--- config.mk ---
export PLATFORM = sky130hd
export DESIGN_NAME = ssq_cell
export DESIGN_NICKNAME = d
export VERILOG_FILES = /design/src/rtl/core/ssq_pkg.sv /design/src/rtl/core/ssq_cell.sv
export SDC_FILE = /design/constraint.sdc
export NUM_CORES = 1
export LEC_CHECK = 0
export BUFFER_PORTS_ARGS = -buffer_cell sky130_fd_sc_hd__buf_4
export CAP_MARGIN = 25
export CORE_AREA = 2 2 130 132
export DETAILED_ROUTE_END_ITERATION = 8
export DIE_AREA = 0 0 132 134
export PLACE_DENSITY = 0.73
export SYNTH_ARGS = -nofsm -noshare
export SYNTH_HDL_FRONTEND = slang
export SYNTH_SLANG_ARGS = --single-unit
--- constraint.sdc ---
create_clock -name i_clk -period 4.4 [get_ports i_clk]
set_input_delay 0.44 -clock i_clk [delete_from_list [all_inputs] [get_ports i_clk]]
set_output_delay 0.44 -clock i_clk [all_outputs]
set_load 0.02 [all_outputs]
--- src/rtl/core/ssq_pkg.sv ---
`timescale 1ns / 1ps
// ----------------------------------------------------------------------------
// ssq_pkg
// Shared types and constants of the stable sorted priority queue.
// ----------------------------------------------------------------------------
package ssq_pkg;

    localparam int DEPTH      = 64;
    localparam int KEY_W      = 32;
    localparam int PAY_W      = 32;
    localparam int CNT_W      = $clog2(DEPTH + 1);
    localparam int CAP_W      = 7;
    localparam int CMP_W      = (CNT_W > CAP_W) ? CNT_W : CAP_W;
    localparam int CFG_IDX_W  = 8;
    localparam int CFG_DATA_W = 32;

    localparam logic [CFG_IDX_W-1:0] CFG_DESCENDING = CFG_IDX_W'(0);
    localparam logic [CFG_IDX_W-1:0] CFG_CAPACITY   = CFG_IDX_W'(1);

    typedef enum logic {
        ACT_INSERT = 1'b0,
        ACT_REMOVE = 1'b1
    } t_action;

    typedef struct packed {
        logic [KEY_W-1:0] key;
        logic [PAY_W-1:0] payload;
    } t_entry;

    // Broadcast from the controller to every cell of the chain.
    typedef struct packed {
        logic             en;
        t_action          action;
        logic             descending;
        logic [CNT_W-1:0] count;
        t_entry           item;
    } t_cell_ctrl;

endpackage

--- src/rtl/core/ssq_cell.sv ---
`timescale 1ns / 1ps
// ----------------------------------------------------------------------------
// ssq_cell
// One slot of the sorted chain: holds an entry, compares it with the new
// key and loads from its left or right neighbor when the chain shifts.
// ----------------------------------------------------------------------------
module ssq_cell (
    input  logic                      i_clk,
    input  ssq_pkg::t_cell_ctrl       i_ctrl,
    input  logic [ssq_pkg::CNT_W-1:0] i_index,
    input  logic                      i_prev_hit,
    input  ssq_pkg::t_entry           i_left,
    input  ssq_pkg::t_entry           i_right,
    output logic                      o_hit,
    output ssq_pkg::t_entry           o_entry,
    output ssq_pkg::t_entry           o_next
);

    ssq_pkg::t_entry r_entry;
    ssq_pkg::t_entry n_entry;
    logic            occupied;
    logic            precedes;
    logic            lands_here;

    assign occupied   = (i_index < i_ctrl.count);
    assign precedes   = i_ctrl.descending ? (i_ctrl.item.key > r_entry.key)
                                          : (i_ctrl.item.key < r_entry.key);
    assign lands_here = occupied & precedes;
    // Once some cell to the left has taken the new item, every later cell shifts.
    assign o_hit      = i_prev_hit | lands_here;

    always_comb begin
        n_entry = r_entry;
        unique case (i_ctrl.action)
            ssq_pkg::ACT_INSERT: begin
                if (i_prev_hit) begin
                    n_entry = i_left;
                end else if (lands_here || (i_index == i_ctrl.count)) begin
                    n_entry = i_ctrl.item;
                end
            end
            ssq_pkg::ACT_REMOVE: begin
                n_entry = i_right;
            end
            default: begin
                n_entry = r_entry;
            end
        endcase
    end

    always_ff @(posedge i_clk) begin
        if (i_ctrl.en) begin
            r_entry <= n_entry;
        end
    end

    assign o_entry = r_entry;
    assign o_next  = n_entry;

endmodule

==> metrics.txt, run 1 <==
status complete, no violations; max reg flops 64; Chip Width 132 microns; CP endpoint kind primary output; XOR/XNOR Fraction of Synth Area 0; P per Cell Area 315 mW/mm^2; switching part of the total 0.339; critical-path cell list inv_1 > ha_1 > and2_0 > a221o_1 > a221oi_2 > o21ai_1 > or2_1 > o211ai_4 > buf_12 > mux2i_1 > a21oi_2 > buf_4; Clock Path Buffers 2; Final period util 0.926; PortBufs ~340; fin area 0.00785 sq mm; synth top area cells edfxtp_1 39%, a21oi_1 14%, mux2i_1 13%; Post-synth EDFFs 64; drt pass-1 iters 5; Least-Margin Pin Slew 938 ps; Final Setup Violations 0; leak pwr 3.66 nW; post-synth top area cell edfxtp_1; Comb power frac 0.398; Critical R2R Launch o_entry[59]$_DFFE_PP_; CTS sink cnt 64; largest net degree at the start of global routing 66; CP delay by family, top compound AO/OA/AOI/OAI gates; vias in the first global route roughly 5500; num rows 47; initial antenna violation count 0; Arrival @ worst endpoint 3640 ps; worst hold path type input port to register; Final nets about 1100; Crit-path slowest cell edfxtp_1; maximum capacitance violations 0; clk slew on worst S/H paths 60 ps; Initial Util 0.301; largest family of logic cells by synthesized area compound AO/OA/AOI/OAI gates; Hold Startpoint i_left[37]; Synth Area in Simple Gates 0.0314; Syn Inst Count 496; GRT overflow 0; 1st-iter DRT viols 308; root buf cell clkbuf_16; H-tree Lvls 3; Critical Path Start Type register; hold_buf cts 0; core area 0.0163 sq mm; compound-gate portion of the synthesized area 0.261; top cell type's share of synthesized area 0.392; setup TNS 0 ps; FFs w/ async S/R, synth 0; Final Hold Fails 0; final WL 19900 microns; first-pass GRT wire length 29900 microns; Seq/Total Area, Yosys 0.392; GR Util All Layers 0.215; Layout area overhead 60.0%; # IOs 340; FMAX 245 MHz; Clock Latency Late Sink 330 ps; fin. max-slew vios 0; placed cell areas ~0.0076 sq mm; CTS Buf Count 9; Syn. warnings 0; unrepaired setup endpoints after global routing no; Seq pwr share 0.318; DRC Markers 0; Post-synth top flop edfxtp_1; vias per cell 5.25; Syn Nets about 750; critical path fanouts, max 35; Vias 5476; fillcell total 1585; unique cell type count in the Yosys netlist 38; Worst Path Required 3960 ps; adder-cell share of the synthesized area 0.0995; Synth Area per Inst 9.89 sq um; Slew headroom 0.375; hpwl dp 14600 microns; # diodes 0; worst path bufs/invs 3; Setup Skew 8.76 ps; Worst VDD drop between 150 and 200 uV; Post-Syn Area 0.00490 sq mm; GP Congestion between 0.9 and 1; Die H 134 microns; Avg WL per Cell 19.1 microns; die area 0.0177 sq mm; Switching Power 0.837 mW; shortest period the worst path allows between 4000 and 5000 ps; share of post-route cells with drive strength above 1 0.445; CTS tree yes; ANT nets after route 0; Largest stage delay, worst path 410 ps; proportion of synthesized area in mux cells 0.131; Clock power frac 0.284; Pint 1.63 mW; worst setup path class register to primary output; beginning of the critical path o_entry[59]$_DFFE_PP_; Synth Register Bits 64
final cells by class:
cell class / instances / area (sq um) / share of cell area
timing repair buffer: 345 / 2630 / 0.335
multi-input combinational: 354 / 2580 / 0.328
sequential: 64 / 1920 / 0.245
tap: 220 / 275 / 0.0351
clock buffer: 11 / 233 / 0.0297
inverter: 44 / 165 / 0.0210
clock inverter: 5 / 47.5 / 0.00606
cell usage in the layout, fill, tap and decap left out, types with 2 or more instances in the layout:
master,count
o21ai_1,2
buf_12,3
a21o_1,3
ha_1,39
buf_4,342
o21ai_0,2
o22ai_1,63
a21oi_1,137
nor2b_1,2
edfxtp_1,64
o211ai_1,2
clkbuf_16,9
clkinv_2,2
nand4_1,7
o21a_1,2
nand3_1,5
inv_1,43
clkinv_1,2
nand2_1,3
mux2i_1,64
and4_1,3
a21o_2,3
clkbuf_1,2
routing by layer:
layer	GRT usage	share of wire	vias up
met5	0	0	-
met4	0.0936	0.032	0
met2	0.366	0.48	291
met3	0.0450	0.073	38
li1	-	-	2568
met1	0.264	0.41	2579
synth_stat cells (all sizes together) (2+ instances only):
cell type / n
a21o: 6
a21oi: 138
a221oi: 2
and4: 3
buf: 7
clkbuf: 23
dlygate4sd1: 2
dlygate4sd3: 2
edfxtp: 64
ha: 39
inv: 44
mux2i: 64
nand2: 4
nand3: 5
nand4: 7
nor2b: 2
nor3: 2
o211ai: 3
o21a: 2
o21ai: 4
o22ai: 63
cells by family (layout without fill, tap and decap cells):
logic type,after synthesis,after routing
AOI/OAI and AO/OA,225,225
buffers and inverters,78,405
muxes,64,64
DFF,64,64
adders and majority gates,39,39
and+or+nand+nor,26,26
power groups by stage:
stage	Clock (mW)	Combinational [mW]	Sequential [mW]
floorplan	0	0.478	0.855
global placement	0	0.970	0.796
detailed placement	0	0.980	0.795
CTS	0.716	0.983	0.786
global route	0.739	1.05	0.792
finish	0.702	0.983	0.786
worst register-to-register path, cell delays in order (launching register included):
cell	delay, ps
edfxtp_1	410
inv_1	70
ha_1	230
and2_0	170
a221o_1	320
a221oi_2	320
o21ai_1	160
or2_1	280
o211ai_4	270
buf_12	290
mux2i_1	400
a21oi_2	180
path summary, 6_finish.rpt:
check	cells past startpoint	to	slack (ps)
worst max-delay path	12	o_next[0]	320
worst min-delay path	3	o_entry[37]$_DFFE_PP_	520
worst max register to register	11	o_entry[0]$_DFFE_PP_	1000
worst min register to register	2	o_entry[11]$_DFFE_PP_	730
metrics by stage:
step            util  power, mW  hold slack [ps]  worst slack, ps  std cells
2_1_floorplan      -       1.33              552             1100        496
3_3_place_gp   0.464       1.77              701              339       1027
3_5_place_dp   0.464       1.78              714              291       1027
4_1_cts        0.481       2.49              497             72.0       1043
5_1_grt        0.482       2.58              517             90.7       1043
6_report       0.482       2.47              516              323       1043
timing repair:
| item | 4_1_cts | 5_1_grt |
|---|---|---|
| setup endpoints to repair | 0 | 1 |
| gates resized for setup | 0 | 1 |
| setup buffers | 0 | 0 |
Power figures use the tool's default switching activity.
==> run 2, diff against run 1 <==
--- a/config.mk
+++ b/config.mk
@@ -7,10 +7,10 @@
 export LEC_CHECK = 0
 export BUFFER_PORTS_ARGS = -buffer_cell sky130_fd_sc_hd__buf_4
 export CAP_MARGIN = 25
-export CORE_AREA = 2 2 130 132
+export CORE_AREA = 5 5 130 132
 export DETAILED_ROUTE_END_ITERATION = 8
-export DIE_AREA = 0 0 132 134
-export PLACE_DENSITY = 0.73
+export DIE_AREA = 0 0 135 137
+export PLACE_DENSITY = 0.75
 export SYNTH_ARGS = -nofsm -noshare
 export SYNTH_HDL_FRONTEND = slang
 export SYNTH_SLANG_ARGS = --single-unit
==> run 2 against run 1 <==
  * Final area down 0.18%
  * Largest cell class unchanged
  * Final cell count down 0.38%
  * Flip-flop and latch count unchanged
  * Sequential power about the same
  * Global-route usage down 0.58 points
  * Critical path type unchanged
==> metrics.txt, run 2 (same netlist as run 1, synthesis figures left out) <==
Critical R2R Launch o_entry[63]$_DFFE_PP_; Clock Path Buffers 2; critical-path cell list inv_1 > ha_1 > and4_1 > nand4_1 > nor3_2 > o41a_1 > o2111ai_1 > o211ai_4 > buf_12 > mux2i_1 > a21oi_1 > buf_4; # IOs 340; PnR worst setup slack 464 ps; vias per cell between 5 and 6; fin. max-slew vios 0; Post-CTS Setup Inserts 0; share of post-route cells with drive strength above 1 0.446; Crit-path slowest cell edfxtp_1; GR Util All Layers 0.210; placed cell areas between 0.007 and 0.008 sq mm; H-tree Lvls 3; final core utilization 0.502; GP Congestion about 0.8; Clock Latency Late Sink approximately 330 ps; Least-Margin Pin Slew between 900 and 1000 ps; Final Hold Fails 0; CTS sink cnt 64; worst setup path class register to primary output; DRC Markers 0; # diodes 0; worst hold path type input port to register; maximum capacitance violations 0; dpl cells 1023; FMAX 254 MHz; CTS tree yes; Power, Total 2.48 mW; Post-Place Worst Slack 692 ps; Largest stage delay, worst path 420 ps; ANT nets after route 0; final WL between 20000 and 25000 microns; hold_buf cts 0; Initial Util 0.314; status complete, no violations; Final nets 1068; hpwl dp 15900 microns; clk slew on worst S/H paths 60 ps; Slew headroom 0.347; Final Hold Slack 511 ps; vias in the first global route 5491; setup TNS 0 ps; Final Non-Filler Cells 1039; die area 0.0185 sq mm; Arrival @ worst endpoint 3500 ps; initial antenna violation count 0; Critical Path Start Type register; shortest period the worst path allows 3940 ps; num rows 46; Final period util 0.895; crit path to o_next[25]; Worst Path Required 3960 ps; CTS Buf Count 9; Vias 5489; Die H ~140 microns; Final Setup Violations 0; Resized Gates After CTS 0; first-pass GRT wire length 30100 microns; CP endpoint kind primary output; Avg WL per Cell 20.0 microns; most common cell after layout, fill and taps aside buf_4; GRT overflow 0; P per Cell Area ~320 mW/mm^2; fin area 0.00783 sq mm; core area 0.0156 sq mm; most frequent cells in the layout 343 x buf_4, 138 x a21oi_1, 64 x mux2i_1, 64 x edfxtp_1, 63 x o22ai_1; flop-to-flop setup slack 1150 ps; Worst VDD drop around 200 uV; Setup Skew 8.75 ps; drt pass-1 iters 5; unrepaired setup endpoints after global routing no; root buf cell clkbuf_16; largest net degree at the start of global routing 67; PortBufs approximately 340; 1st-iter DRT viols 263; beginning of the critical path o_entry[63]$_DFFE_PP_; critical path fanouts, max 39; max reg flops 64; FF-to-FF path depth 11; hold depth 3; Worst R2R End o_entry[34]$_DFFE_PP_; Layout area overhead 59.7%; Chip Width 135 microns; leak pwr 3.65 nW
## run 2: cell count changes in the layout (fill, tap and decap cells not counted)
cell,change
buf_12,-1
clkinvlp_4,+2
a21oi_2,-1
clkbuf_1,-2
a21oi_1,+1
buf_4,+1
## run 2: critical path, delay by kind of cell, from the launching register on
| family | cells | cell delay [ps] |
|---|---|---|
| AO/OA/AOI/OAI | 4 | 900 |
| AND/OR/NAND/NOR | 3 | 780 |
| buffers and inverters | 3 | 530 |
| flip-flops | 1 | 420 |
| adder cells (fa/ha/maj) | 1 | 310 |
| multiplexers | 1 | 150 |
## run 2: final cells by class
cell class / instances / area [sq um]
well taps: 216 / 270
flip-flops and latches: 64 / 1920
repair buffers: 345 / 2620
clock buffers: 9 / 225
inverters: 44 / 165
clock inverters: 7 / 62.6
fillers: 1485 / 7760
multi-input cells: 354 / 2570
## run 2: power breakdown
part	internal [mW]	switching, mW	total [mW]
logic	0.452	0.527	0.978
registers	0.747	0.0376	0.785
clock network	0.433	0.283	0.716
total	1.63	0.847	2.48
## run 2: metal layers
metal / GRT usage / part of all wire
met3: 0.0651 / 0.098
met1: 0.242 / 0.38
met5: 0 / 0
met4: 0.0638 / 0.017
met2: 0.372 / 0.50
## run 2: worst min path at each step
stage	startpoint	endpoint	slack [ps]
final	i_left[37]	o_entry[37]$_DFFE_PP_	510
after floorplan	i_ctrl[73]	o_entry[0]$_DFFE_PP_	550
after global routing	i_left[54]	o_entry[54]$_DFFE_PP_	520
after global placement	o_entry[23]$_DFFE_PP_	o_entry[23]$_DFFE_PP_	690
after CTS	i_left[37]	o_entry[37]$_DFFE_PP_	500
after detailed placement	o_entry[24]$_DFFE_PP_	o_entry[24]$_DFFE_PP_	700
==> run 3, diff against run 2 <==
--- a/config.mk
+++ b/config.mk
@@ -7,10 +7,12 @@
 export LEC_CHECK = 0
 export BUFFER_PORTS_ARGS = -buffer_cell sky130_fd_sc_hd__buf_4
 export CAP_MARGIN = 25
-export CORE_AREA = 5 5 130 132
+export CELL_PAD_IN_SITES_DETAIL_PLACEMENT = 0
+export CELL_PAD_IN_SITES_GLOBAL_PLACEMENT = 1
+export CORE_MARGIN = 5
+export CORE_UTILIZATION = 30
 export DETAILED_ROUTE_END_ITERATION = 8
-export DIE_AREA = 0 0 135 137
-export PLACE_DENSITY = 0.75
+export PLACE_DENSITY = 0.94
 export SYNTH_ARGS = -nofsm -noshare
 export SYNTH_HDL_FRONTEND = slang
 export SYNTH_SLANG_ARGS = --single-unit
==> constraint.sdc (replaced) <==
create_clock -name i_clk -period 4.3 [get_ports i_clk]
set_input_delay 0.43 -clock i_clk [delete_from_list [all_inputs] [get_ports i_clk]]
set_output_delay 0.43 -clock i_clk [all_outputs]
set_load 0.02 [all_outputs]
==> run 3 against run 2 <==
  * First-iteration DRC count is 1.1% lower
  * Routed wire length down 0.46%
  * Clock-buffer cell count up 1
  * Non-clock buffer count stayed put
  * Register-to-register slack got worse by 130 ps
  * Highest routed layer unchanged
  * Power grew 7.3%
  * Largest cell class unchanged
  * Critical path type unchanged
  * Via count is 0.82% lower
==> metrics.txt, run 3 (same netlist as run 1, synthesis figures left out) <==
Clock Latency Late Sink 330 ps; vias in the first global route 5577; Critical Path Start Type register; Final Setup Violations 0; Post-Place Worst Slack 542 ps; Worst Path Required roughly 3900 ps; PnR worst setup slack approximately 310 ps; # diodes 0; GRT overflow 0; shortest period the worst path allows 3990 ps; Final Non-Filler Cells 1039; initial antenna violation count 0; final WL ~21000 microns; maximum capacitance violations 0; flop-to-flop setup slack between 1000 and 1500 ps; hpwl dp about 16000 microns; root buf cell clkbuf_16; worst hold path type input port to register; critical path fanouts, max 36; status complete, no violations; CP delay by family, top compound AO/OA/AOI/OAI gates; Final nets 1068; dpl cells 1023; H-tree Lvls 3; Critical R2R Launch o_entry[57]$_DFFE_PP_; num rows 46; met3 wire length 2130 microns; Slew headroom 0.379; Clock Path Buffers 2; most frequent cells in the layout 342 x buf_4, 138 x a21oi_1, 64 x mux2i_1, 64 x edfxtp_1, 63 x o22ai_1; setup TNS 0 ps; P per Cell Area between 300 and 400 mW/mm^2; largest net degree at the start of global routing 66; share of post-route cells with drive strength above 1 0.447; worst path bufs/invs 3; Largest stage delay, worst path 420 ps; CTS tree yes; register area 0.00192 sq mm; clk slew on worst S/H paths ~60 ps; Least-Margin Pin Slew 932 ps; CP endpoint kind primary output; FMAX 251 MHz; Avg WL per Cell 20.0 microns; CTS sink cnt 64; Resized Gates After CTS 0; Final Hold Fails 0; unrepaired setup endpoints after global routing no; met2 WL post-DR 10200 microns; worst setup path class register to primary output; WL met1 7820 microns; critical-path cell list inv_1 > ha_1 > a21o_1 > a221o_1 > a221oi_2 > o21ai_1 > or2_1 > o211ai_4 > buf_12 > mux2i_1 > a21oi_1 > buf_4; vias per cell 5.24; 1st-iter DRT viols 260; Setup Skew 9.15 ps; Die H 138 microns; max reg flops 64; DRC Markers 0; highest routed layer met4; Post-CTS Setup Inserts 0; die area 0.0190 sq mm; Hold Startpoint i_left[30]; # IOs 340; fillcell total between 1500 and 2000; Initial Util 0.308; first-pass GRT wire length about 30000 microns; GP Congestion around 0.86; CTS Buf Count 9; Chip Width about 140 microns; Crit-path slowest cell edfxtp_1; leak pwr 3.68 nW; fin. max-slew vios 0; hold_buf cts 0; GR Util All Layers 0.206; drt pass-1 iters 5; Final period util 0.928; area of the multi-input gates 0.00257 sq mm; Vias 5444; PortBufs 339; Layout area overhead 61.0%; ANT nets after route 0; core area approximately 0.016 sq mm; Worst VDD drop 174 uV; Arrival @ worst endpoint 3560 ps; most common cell after layout, fill and taps aside buf_4; beginning of the critical path o_entry[57]$_DFFE_PP_
run 3: changes by cell type in the layout (fill, tap and decap cells not counted):
cell	change
buf_4	-1
clkinvlp_4	-1
clkbuf_1	+1
clkinv_1	-2
bufinv_16	+2
buf_12	+1
run 3: stage by stage:
| stage | instance area [sq um] | util | hold slack, ps | power [mW] |
|---|---|---|---|---|
| detailed placement | 7560 | 0.474 | 701 | 1.82 |
| floorplan | 4900 | - | 542 | 1.36 |
| global placement | 7560 | 0.474 | 690 | 1.81 |
| global route | 7890 | 0.495 | 496 | 2.79 |
| finish | 7890 | 0.495 | 502 | 2.66 |
| CTS | 7890 | 0.495 | 482 | 2.69 |
run 3: layout make-up:
| cell class | count | area share |
|---|---|---|
| sequential | 64 | 0.243 |
| timing repair buffer | 345 | 0.333 |
| inverter | 44 | 0.0209 |
| tap | 216 | 0.0342 |
| clock buffer | 10 | 0.0290 |
| clock inverter | 6 | 0.0136 |
| multi-input combinational | 354 | 0.326 |
run 3: path summary, 6_finish.rpt:
path,end,depth (start not counted)
worst min-delay path,o_entry[30]$_DFFE_PP_,3
worst max-delay path,o_next[7],12
worst min register to register,o_entry[20]$_DFFE_PP_,2
worst max register to register,o_entry[2]$_DFFE_PP_,11
run 3: where the power goes:
group          switching, mW  leakage (nW)  internal, mW  total, mW
Combinational          0.539          2.90         0.464       1.00
Sequential            0.0391         0.621         0.765      0.804
Clock                  0.289         0.162         0.565      0.854
Total                  0.867          3.68          1.79       2.66
run 3: layer usage:
| layer | GRT usage | vias up |
|---|---|---|
| met5 | 0 | - |
| met4 | 0.0735 | 0 |
| met3 | 0.0632 | 39 |
| met2 | 0.354 | 302 |
| met1 | 0.243 | 2527 |
| li1 | - | 2576 |
run 3: worst reg2reg max path, cell delays in order (launching register included):
cell,delay [ps]
edfxtp_1,420
inv_1,90
ha_1,240
a21o_1,160
a221o_1,340
a221oi_2,320
o21ai_1,170
or2_1,280
o211ai_4,260
buf_12,300
mux2i_1,310
a21oi_1,120
